<file path="config.mk">
export PLATFORM = sky130hd
export DESIGN_NAME = sops_cell
export DESIGN_NICKNAME = d
export VERILOG_FILES = /design/src/rtl/sops_pkg.sv /design/src/rtl/sops_cell.sv
export SDC_FILE = /design/constraint.sdc
export NUM_CORES = 1
export LEC_CHECK = 0
export BUFFER_PORTS_ARGS = -buffer_cell sky130_fd_sc_hd__clkbuf_2
export CAP_MARGIN = 5
export CORE_MARGIN = 2
export CORE_UTILIZATION = 58
export CTS_BUF_LIST = sky130_fd_sc_hd__clkbuf_8
export DETAILED_ROUTE_END_ITERATION = 12
export HOLD_SLACK_MARGIN = 0.02
export PLACE_DENSITY = 0.83
export SYNTH_ARGS = -nofsm -noshare
export SYNTH_HDL_FRONTEND = slang
export SYNTH_SLANG_ARGS = --single-unit
</file>
<file path="constraint.sdc">
create_clock -name clk -period 8.4 [get_ports clk]
set_input_delay 0.84 -clock clk [delete_from_list [all_inputs] [get_ports clk]]
set_output_delay 0.84 -clock clk [all_outputs]
set_load 0.005 [all_outputs]
</file>
<file path="src/rtl/sops_pkg.sv">
// shared types, constants and codes for the odd-only segmented prime sieve
package sops_pkg;

  // default sizing
  localparam int DEF_SEGMENT_BITS    = 64;
  localparam int DEF_MAX_BASE_PRIMES = 1024;

  // fixed field widths
  localparam int FLAG_W   = 64;
  localparam int ODD_W    = 33;
  localparam int SEG_W    = 27;
  localparam int LIMIT_W  = 32;
  localparam int PRIME_W  = 16;
  localparam int OFFSET_W = 2 * PRIME_W;

  // smallest prime the cells accept, all smaller ones are covered by the presieve
  localparam int FIRST_BASE_PRIME = 17;

  // presieve primes
  localparam int PRESIEVE_N = 5;
  localparam int PRESIEVE_PRIMES [PRESIEVE_N] = '{3, 5, 7, 11, 13};

  // segment zero fixups: 1 is not prime, 3 5 7 11 13 are
  localparam logic [FLAG_W-1:0] SEG0_SET   = 64'h0000_0000_0000_0001;
  localparam logic [FLAG_W-1:0] SEG0_CLEAR = 64'h0000_0000_0000_006E;

  // request kinds
  typedef enum logic [0:0] {
    REQ_LOAD  = 1'b0,
    REQ_SIEVE = 1'b1
  } req_kind_t;

  // result status codes
  typedef enum logic [1:0] {
    STATUS_OK     = 2'd0,
    STATUS_REJECT = 2'd1,
    STATUS_BEYOND = 2'd2
  } status_t;

  // token that walks down the cell chain, one per request
  typedef struct packed {
    logic              valid;
    logic              sieve;
    logic              seg_zero;
    status_t           status;
    logic [FLAG_W-1:0] composite;
    logic [ODD_W-1:0]  first_odd;
  } sops_token_t;

  // base prime write broadcast to the cells
  typedef struct packed {
    logic [PRIME_W-1:0]  prime;
    logic [OFFSET_W-1:0] offset;
  } load_wr_t;

endpackage

</file>
<file path="src/rtl/sops_cell.sv">
// one base prime cell: marks its multiples into the passing segment token
module sops_cell import sops_pkg::*; #(
  parameter int SEGMENT_BITS = DEF_SEGMENT_BITS
) (
  input  logic        clk,
  input  logic        rst,
  input  logic        en,
  input  logic        active,
  input  logic        wr_sel,
  input  load_wr_t    wr,
  input  sops_token_t tok_in,
  output sops_token_t tok_out
);

  localparam int J_W   = $clog2(SEGMENT_BITS);
  localparam int MARKS = (SEGMENT_BITS + FIRST_BASE_PRIME - 1) / FIRST_BASE_PRIME;
  localparam int T_W   = PRIME_W + $clog2(MARKS + 1) + 1;

  logic [PRIME_W-1:0]      prime;
  logic [OFFSET_W-1:0]     offset;
  logic [OFFSET_W-1:0]     offset_next;
  logic [SEGMENT_BITS-1:0] mark;
  sops_token_t             tok_next;

  // marks within this segment and the offset into the next one
  always_comb begin
    logic [T_W-1:0]      t [0:MARKS];
    logic                near;
    logic                found;
    logic [OFFSET_W-1:0] step_next;
    near      = offset < OFFSET_W'(SEGMENT_BITS);
    t[0]      = T_W'(offset[J_W-1:0]);
    for (int k = 1; k <= MARKS; k++) begin
      t[k] = t[k-1] + T_W'(prime);
    end
    mark = '0;
    for (int k = 0; k < MARKS; k++) begin
      if (near && (t[k] < T_W'(SEGMENT_BITS))) begin
        mark[t[k][J_W-1:0]] = 1'b1;
      end
    end
    found     = 1'b0;
    step_next = '0;
    for (int k = 0; k <= MARKS; k++) begin
      if (!found && (t[k] >= T_W'(SEGMENT_BITS))) begin
        step_next = OFFSET_W'(t[k] - T_W'(SEGMENT_BITS));
        found     = 1'b1;
      end
    end
    offset_next = near ? step_next : offset - OFFSET_W'(SEGMENT_BITS);
  end

  // merge marks into the token
  always_comb begin
    tok_next = tok_in;
    if (tok_in.sieve && active) begin
      tok_next.composite = tok_in.composite | FLAG_W'(mark);
    end
  end

  // prime and offset store
  always_ff @(posedge clk) begin
    if (wr_sel) begin
      prime  <= wr.prime;
      offset <= wr.offset;
    end else if (en && tok_in.valid && tok_in.sieve && active) begin
      offset <= offset_next;
    end
  end

  // hand the token on to the next cell
  always_ff @(posedge clk) begin
    if (rst) begin
      tok_out.valid <= 1'b0;
    end else if (en) begin
      tok_out <= tok_next;
    end
  end

endmodule

</file>
==> metrics.md, run 1 <==
| Metric | Value |
|---|---|
| DR vias | 13760 |
| Dpl cells | between 1500 and 2000 |
| Vias in the first global route | 12610 |
| Synth cell count leaders | a21oi_1 (154), edfxtp_1 (149), nor2_1 (136) |
| Rows | 54 |
| Grt ovf | 0 |
| DRT Pass-1 Iters | 7 |
| Internal | about 2.2 mW |
| Port buffer count | 256 |
| Crit path kind | flip-flop to flip-flop |
| Post-layout util | 0.7000 |
| Hold slack | around 0.5 ns |
| Worst skew pair latency | 0.49 ns |
| Slew margin rel. | 0.1939 |
| LEAKAGE | 6.089 nW |
| 1st-iter DRT viols | between 1500 and 2000 |
| Post-Synthesis Cells | approximately 1500 |
| Status | completed |
| CP Launch Type | flip-flop |
| Ys flop type | edfxtp_1 |
| Peak VDD IR | around 0.22 mV |
| Post-synth net total | around 1700 |
| Initial antenna violation count | 0 |
| Max-capacitance violation count | 0 |
| Final hold viol count | 0 |
| Synth Cell Area | around 13000 um^2 |
| Post-synth ARST share | 0 |
| H-tree Lvls | 4 |
| Fin cells | 2031 |
| Die Y | between 150 and 200 um |
| Synth area leaders | edfxtp_1 (34%), ha_1 (6.1%), a21oi_1 (5.9%) |
| Fin worst setup slack | 0.3725 ns |
| CTS buffer count | 17 |
| Final Wtd Congestion | 1.088 |
| Die W | between 150 and 200 um |
| Area delta synth->final | 17.82% |
| Area share of the largest cell type after synthesis | 0.3440 |
| Place WS | -0.05341 ns |
| CP max FO | 13 |
| Final WL | 47.09 mm |
| Num ports | roughly 260 |
| Count leader, synth | a21oi_1 |
| Post-synth top area cell | edfxtp_1 |
| Register Area | between 4000 and 5000 um^2 |
| Setup crit end | offset[10] |
| Hold Crit Depth | 1 |
| Combinational Power Share | 0.651 |
| Fin crit share | 0.9557 |
| Fmax | approximately 120 MHz |
| Syn avg cell area | slightly below 9 um^2 |
| Worst R2R Start | offset[0] |
| Gr usage total | 0.3812 |
| R2R depth | 27 |
| Slew at the pin with the worst max-slew slack | 1.199 ns |
| Ant diodes | 0 |
| Total power | 4.296 mW |
| Final #Nets | a little under 2000 |
| Crit end category | flip-flop |
| Worst setup startpoint | offset[0] |
| Clock transition at path regs | ~0.11 ns |
| Initial core utilization | 0.5941 |
| Data arrival, critical path | a little over 8 ns |
| Ratio of cells with drive above 1 in the final layout | 0.2393 |
| Root buf cell | clkbuf_8 |
| Clock share of power | 0.134 |
| Hold WC Path Type | primary input to flip-flop |
| Detailed placer's ending HPWL | between 30 and 40 mm |
| Fillers | 1785 |
| Post-synthesis sequential area ratio | 0.3456 |
| Multi-input gate area | ~8300 um^2 |
| DRC Markers | 0 |
| First-pass GRT wire length | about 71 mm |
| Final setup viols | 0 |
| Number of vias per cell | 6.775 |
| PwrDens | 280.3 nW/um^2 |
| Die ar. | between 20000 and 25000 um^2 |
| Crit path required time | between 8 and 9 ns |
| Seq cells post-synth | 150 |
| Detail Route Antenna Nets | 0 |
| Post-synth EDFFs | roughly 150 |
| Hold-fix buffers, CTS | 0 |
| Sequential share of power | 0.215 |
| Largest net degree at the start of global routing | 81 |
| Psw | 2.113 mW |
| Clock Sinks | 150 |
| Clk buf depth | 2 |
| Reg-to-reg endpoint | offset[10] |
| Post-route minimum period | 8.027 ns |
| TritonCTS clock tree | yes |
| Floorplan Core Area | approximately 22000 um^2 |
| R2r setup slk | approximately 0.37 ns |
| Synth Warn # | 0 |
| Setup total negative slack | 0 ns |
| DR WL/cell | 23.18 um |
| Max Slew Vio Count | 0 |
| Switching share of total power | 0.4918 |
| Total placed instance area | 14720 um^2 |
| Design area | around 15000 um^2 |
| Setup Skew | approximately 0.025 ns |
| Post-synth cell types | between 90 and 100 |
how the worst min path moves through the flow:
stage                     slack [ns]         start            to
after floorplan                 0.48  tok_out[101]  tok_out[101]
after global placement          0.48  tok_out[101]  tok_out[101]
after detailed placement        0.51  tok_out[101]  tok_out[101]
after CTS                       0.52        wr[42]     prime[10]
after global routing            0.52        wr[43]     prime[11]
final                           0.51        wr[42]     prime[10]
area by class of cell:
cell class              count  share of cell area
multi-input cells        1220              0.5408
flip-flops and latches    150              0.2933
repair buffers            302              0.1061
well taps                 280             0.02286
clock buffers              17             0.01527
inverters                  47             0.01151
clock inverters            15             0.01012
power by group through the flow:
| stage | Clock [mW] | Sequential, mW | Combinational [mW] |
|---|---|---|---|
| floorplan | 0 | 0.930 | 1.86 |
| detailed placement | 0 | 0.937 | 2.56 |
| global route | 0.600 | 0.926 | 3.01 |
| CTS | 0.572 | 0.920 | 2.57 |
| global placement | 0 | 0.934 | 2.54 |
| finish | 0.575 | 0.922 | 2.80 |
worst max-delay path: stages (launching register included):
cell and delay [ns]:
edfxtp_1 0.46, ha_1 0.24, inv_1 0.07, fa_2 0.68, inv_1 0.08, ha_1 0.29
a21o_1 0.18, a21oi_1 0.30, xor2_2 0.35, inv_1 0.23, ha_1 0.37, o21ai_0 0.28
o21bai_1 0.10, a21oi_1 0.26, xor2_1 0.31, inv_1 0.13, ha_1 0.38, a2111o_1 0.49
o211a_1 0.27, o311ai_2 0.31, and4b_2 0.32, nand3_1 0.13, or3_1 0.45, a31oi_1 0.24
nand2b_1 0.11, and2_2 0.30, a221oi_1 0.31, a21oi_1 0.11
repair_timing:
action | 4_1_cts | 5_1_grt
pin swaps | 0 | 3
gates resized for setup | 2 | 34
buffers inserted | 0 | 7
endpoints found under the setup margin | 11 | 32
hold endpoints to repair | 0 | 0
registers in the layout, summed over array words and instances (netlist names):
name     cells
offset      32
prime       16
tok_out    102
layer usage:
metal	GRT usage	wire [um]	share of wire	vias to the layer above
li1	-	-	-	6228
met1	0.5171	18320	0.39	6443
met2	0.6140	21290	0.45	962
met3	0.08371	5825	0.12	127
met4	0.1166	1653	0.035	0
met5	0	0	0	-
kinds of logic (layout without fill, tap and decap cells):
logic type / after synthesis / in the layout / share of synthesized area
AOI/OAI and AO/OA: 541 / 541 / 0.2779
and+or+nand+nor: 499 / 499 / 0.1991
DFF: 150 / 150 / 0.3456
buffers and inverters: 101 / 381 / 0.03127
xor gates and xnor gates: 94 / 94 / 0.06388
adders and majority gates: 67 / 67 / 0.06676
muxes: 19 / 19 / 0.01549
cells in the final DEF, fill, tap and decap left out, types with 9 or more instances in the layout:
master and n:
a211o_1 40, a211oi_1 20, a21o_1 42, a21oi_1 150, a21oi_2 9, a31oi_1 16
and2_1 11, and3_1 17, buf_4 46, clkbuf_2 256, clkbuf_8 17, edfxtp_1 149
ha_1 57, inv_1 44, mux2i_1 11, nand2_1 103, nand2b_1 17, nand3_1 54
nand3b_1 10, nand4_1 16, nor2_1 136, nor3_1 35, nor4_1 15, o211ai_1 21
o21a_1 14, o21ai_0 65, o21ai_1 9, o22ai_1 68, or3_1 20, xnor2_1 49
xor2_1 36
(Power assumes the default switching activity.)
==> run 2: changes to the inputs <==
Settings changed: CELL_PAD_IN_SITES_DETAIL_PLACEMENT set to 1, CELL_PAD_IN_SITES_GLOBAL_PLACEMENT set to 1, CORE_UTILIZATION 58 to 44, PLACE_DENSITY 0.83 to 0.89.
==> run 2 against run 1 <==
Against the previous run:
- maximum frequency is 0.54% lower
- register-to-register slack worse by 0.04 ns
- total power is 8.9% higher
==> metrics.md, run 2 (synthesis gave the netlist of run 1 again) <==
| Metric | Value |
|---|---|
| DR WL/cell | 24.65 um (was 23.18 um) |
| Slew margin rel. | 0.2606 (was 0.1939) |
| Most common cell after layout, fill and taps aside | clkbuf_2 (unchanged) |
| Clk buf depth | 2 (unchanged) |
| Crit end category | flip-flop (unchanged) |
| Detailed placer's ending HPWL | 41.60 mm (was 36.79 mm) |
| M2 GR Usage | 0.5791 (was 0.6140) |
| Crit path kind | flip-flop to flip-flop (unchanged) |
| Status | completed (unchanged) |
| LEAKAGE | 6.226 nW (was 6.089 nW) |
| Commonest cells after routing, fill and taps aside | clkbuf_2 (256), edfxtp_1 (149), a21oi_1 (148) (was clkbuf_2 (256), a21oi_1 (150), edfxtp_1 (149)) |
| Fin crit share | 0.9609 (was 0.9557) |
| Grt ovf | 0 (unchanged) |
| Worst skew pair latency | 0.49 ns (about the same) |
| Peak VDD IR | 0.1722 mV (was 0.2190 mV) |
| Slew at the pin with the worst max-slew slack | 1.094 ns (was 1.199 ns) |
| Post-route minimum period | 8.071 ns (was 8.027 ns) |
| Total power | 4.679 mW (was 4.296 mW) |
| Detail Route Antenna Nets | 0 (unchanged) |
| R2R depth | 33 (was 27) |
| Area delta synth->final | 20.78% (was 17.82%) |
| Setup Skew | 0.02477 ns (was 0.02478 ns) |
| Min-delay src | wr[40] (was wr[42]) |
| CP delay by family, top | compound AO/OA/AOI/OAI gates (unchanged) |
| Worst Hold End | prime[8] (was prime[10]) |
| Rows | 62 (was 54) |
| Die ar. | 30950 um^2 (was 23640 um^2) |
| Worst R2R Start | prime[0] (was offset[0]) |
| Num ports | 257 (unchanged) |
| Design area | 15710 um^2 (was 15320 um^2) |
| Initial core utilization | 0.4495 (was 0.5941) |
| Biggest regs | tok_out x102, offset x32, prime x16 (unchanged) |
| 1st-iter DRT viols | 1809 (was 1761) |
| Most used routing layer | met2 (unchanged) |
| Final Wtd Congestion | 1.010 (was 1.088) |
| Vias in the first global route | 14360 (was 12610) |
| Number of vias per cell | 6.680 (was 6.775) |
| Buf+Inv Stages, Crit Path | 5 (was 4) |
| Clock Sinks | 150 (unchanged) |
| R2r setup slk | 0.33 ns (was 0.37 ns) |
| Floorplan Core Area | 28940 um^2 (was 21890 um^2) |
| Ant diodes | 0 (unchanged) |
| Setup total negative slack | 0 ns (unchanged) |
| Port buffer count | 256 (unchanged) |
| CTS buffer count | 17 (unchanged) |
| Gr usage total | 0.3301 (was 0.3812) |
| First-pass GRT wire length | 79.54 mm (was 70.66 mm) |
| DRT Pass-1 Iters | 8 (was 7) |
| Biggest register | tok_out (unchanged) |
| H-tree Lvls | 4 (unchanged) |
| Fmax | 123.9 MHz (was 124.6 MHz) |
| Reg-to-reg endpoint | offset[11] (was offset[10]) |
| CP Launch Type | flip-flop (unchanged) |
| Final hold viol count | 0 (unchanged) |
| M3 GR Usage | 0.05469 (was 0.08371) |
| Max-capacitance violation count | 0 (unchanged) |
| Fillers | 3495 (was 1785) |
| Largest net degree at the start of global routing | 80 (was 81) |
| TritonCTS clock tree | yes (unchanged) |
| Die W | 175.9 um (was 153.8 um) |
| Final setup viols | 0 (unchanged) |
| DR vias | 14460 (was 13760) |
| CP max FO | 8 (was 13) |
| Data arrival, critical path | 8.28 ns (was 8.26 ns) |
| Worst path slowest cell | edfxtp_1 (was fa_2) |
| Ratio of cells with drive above 1 in the final layout | 0.2534 (was 0.2393) |
| Max reg flops | 102 (unchanged) |
| Root buf cell | clkbuf_8 (unchanged) |
| Max Slew Vio Count | 0 (unchanged) |
| Hold WC Path Type | primary input to flip-flop (unchanged) |
| Die Y | 175.9 um (was 153.8 um) |
| Total placed instance area | 15050 um^2 (was 14720 um^2) |
| Post-layout util | 0.5429 (was 0.7000) |
| Clock transition at path regs | 0.11 ns (about the same) |
| Crit path required time | 8.61 ns (was 8.63 ns) |
| Final #Nets | 1989 (was 1960) |
| Met1 Use GR | 0.3984 (was 0.5171) |
| Final WL | 53.33 mm (was 47.09 mm) |
| CP peak stage delay | 0.51 ns (was 0.68 ns) |
| PwrDens | 297.9 nW/um^2 (was 280.3 nW/um^2) |
| Initial antenna violation count | 0 (unchanged) |
| Cell mode on critical path | ha_1 |
| Hold Crit Depth | 1 (unchanged) |
| DRC Markers | 0 (unchanged) |
==> run 2: cell types whose count changed in the layout (fill, tap and decap cells not counted), moves of 2 or more <==
cell	change
inv_8	-3
a21oi_1	-2
ha_4	+3
xor2_2	-2
ha_1	-3
xor2_1	+2
o31ai_1	-2
buf_4	+29
o31ai_2	+2
inv_6	+3
a21oi_4	+2
==> run 2: where the power goes <==
part           internal [mW]  total (mW)  switching, mW  leakage (nW)
Sequential             0.882       0.925         0.0437          1.43
Clock                  0.216       0.560          0.344         0.186
Combinational           1.24        3.19           1.96          4.61
Total                   2.34        4.68           2.34          6.23
==> run 2: worst max-delay path by stage <==
| stage | from | end | cells after the start |
|---|---|---|---|
| final | prime[0] | offset[11] | 33 |
| after global routing | prime[0] | offset[11] | 36 |
| after CTS | offset[0] | offset[11] | 36 |
| after detailed placement | offset[0] | offset[6] | 33 |
| after global placement | offset[0] | offset[11] | 34 |
| after floorplan | offset[0] | offset[16] | 34 |
==> run 2: metal layers <==
metal | vias up | part of all wire | wire length (um)
li1 | 6296 | - | -
met1 | 6992 | 0.38 | 20180
met2 | 930 | 0.48 | 25820
met3 | 238 | 0.084 | 4485
met4 | 0 | 0.053 | 2844
met5 | - | 0 | 0
==> run 2: what timing repair did <==
action | CTS | global route
pin swaps | 1 | 3
setup buffers | 2 | 7
gates resized for setup | 5 | 41
hold buffers | 0 | 0
endpoints found under the hold margin | 0 | 0
endpoints found under the setup margin | 25 | 32
==> run 2: layout make-up <==
type                       count  area, um^2  share of cell area
multi-input combinational   1220        8343              0.5311
sequential                   150        4494              0.2861
timing repair buffer         331        1844              0.1174
tap                          384       480.5             0.03059
clock buffer                  17       234.0             0.01489
inverter                      47       176.4             0.01123
clock inverter                15       136.4            0.008682
==> run 2: per-stage QoR <==
stage,instances,setup WS (ns),hold WS (ns)
floorplan,1471,0.6770,0.4850
finish,2164,0.3288,0.5178
global route,2164,-0.07182,0.5110
global placement,2123,0.2053,0.4942
CTS,2157,0.02276,0.5109
detailed placement,2123,-0.2734,0.5527
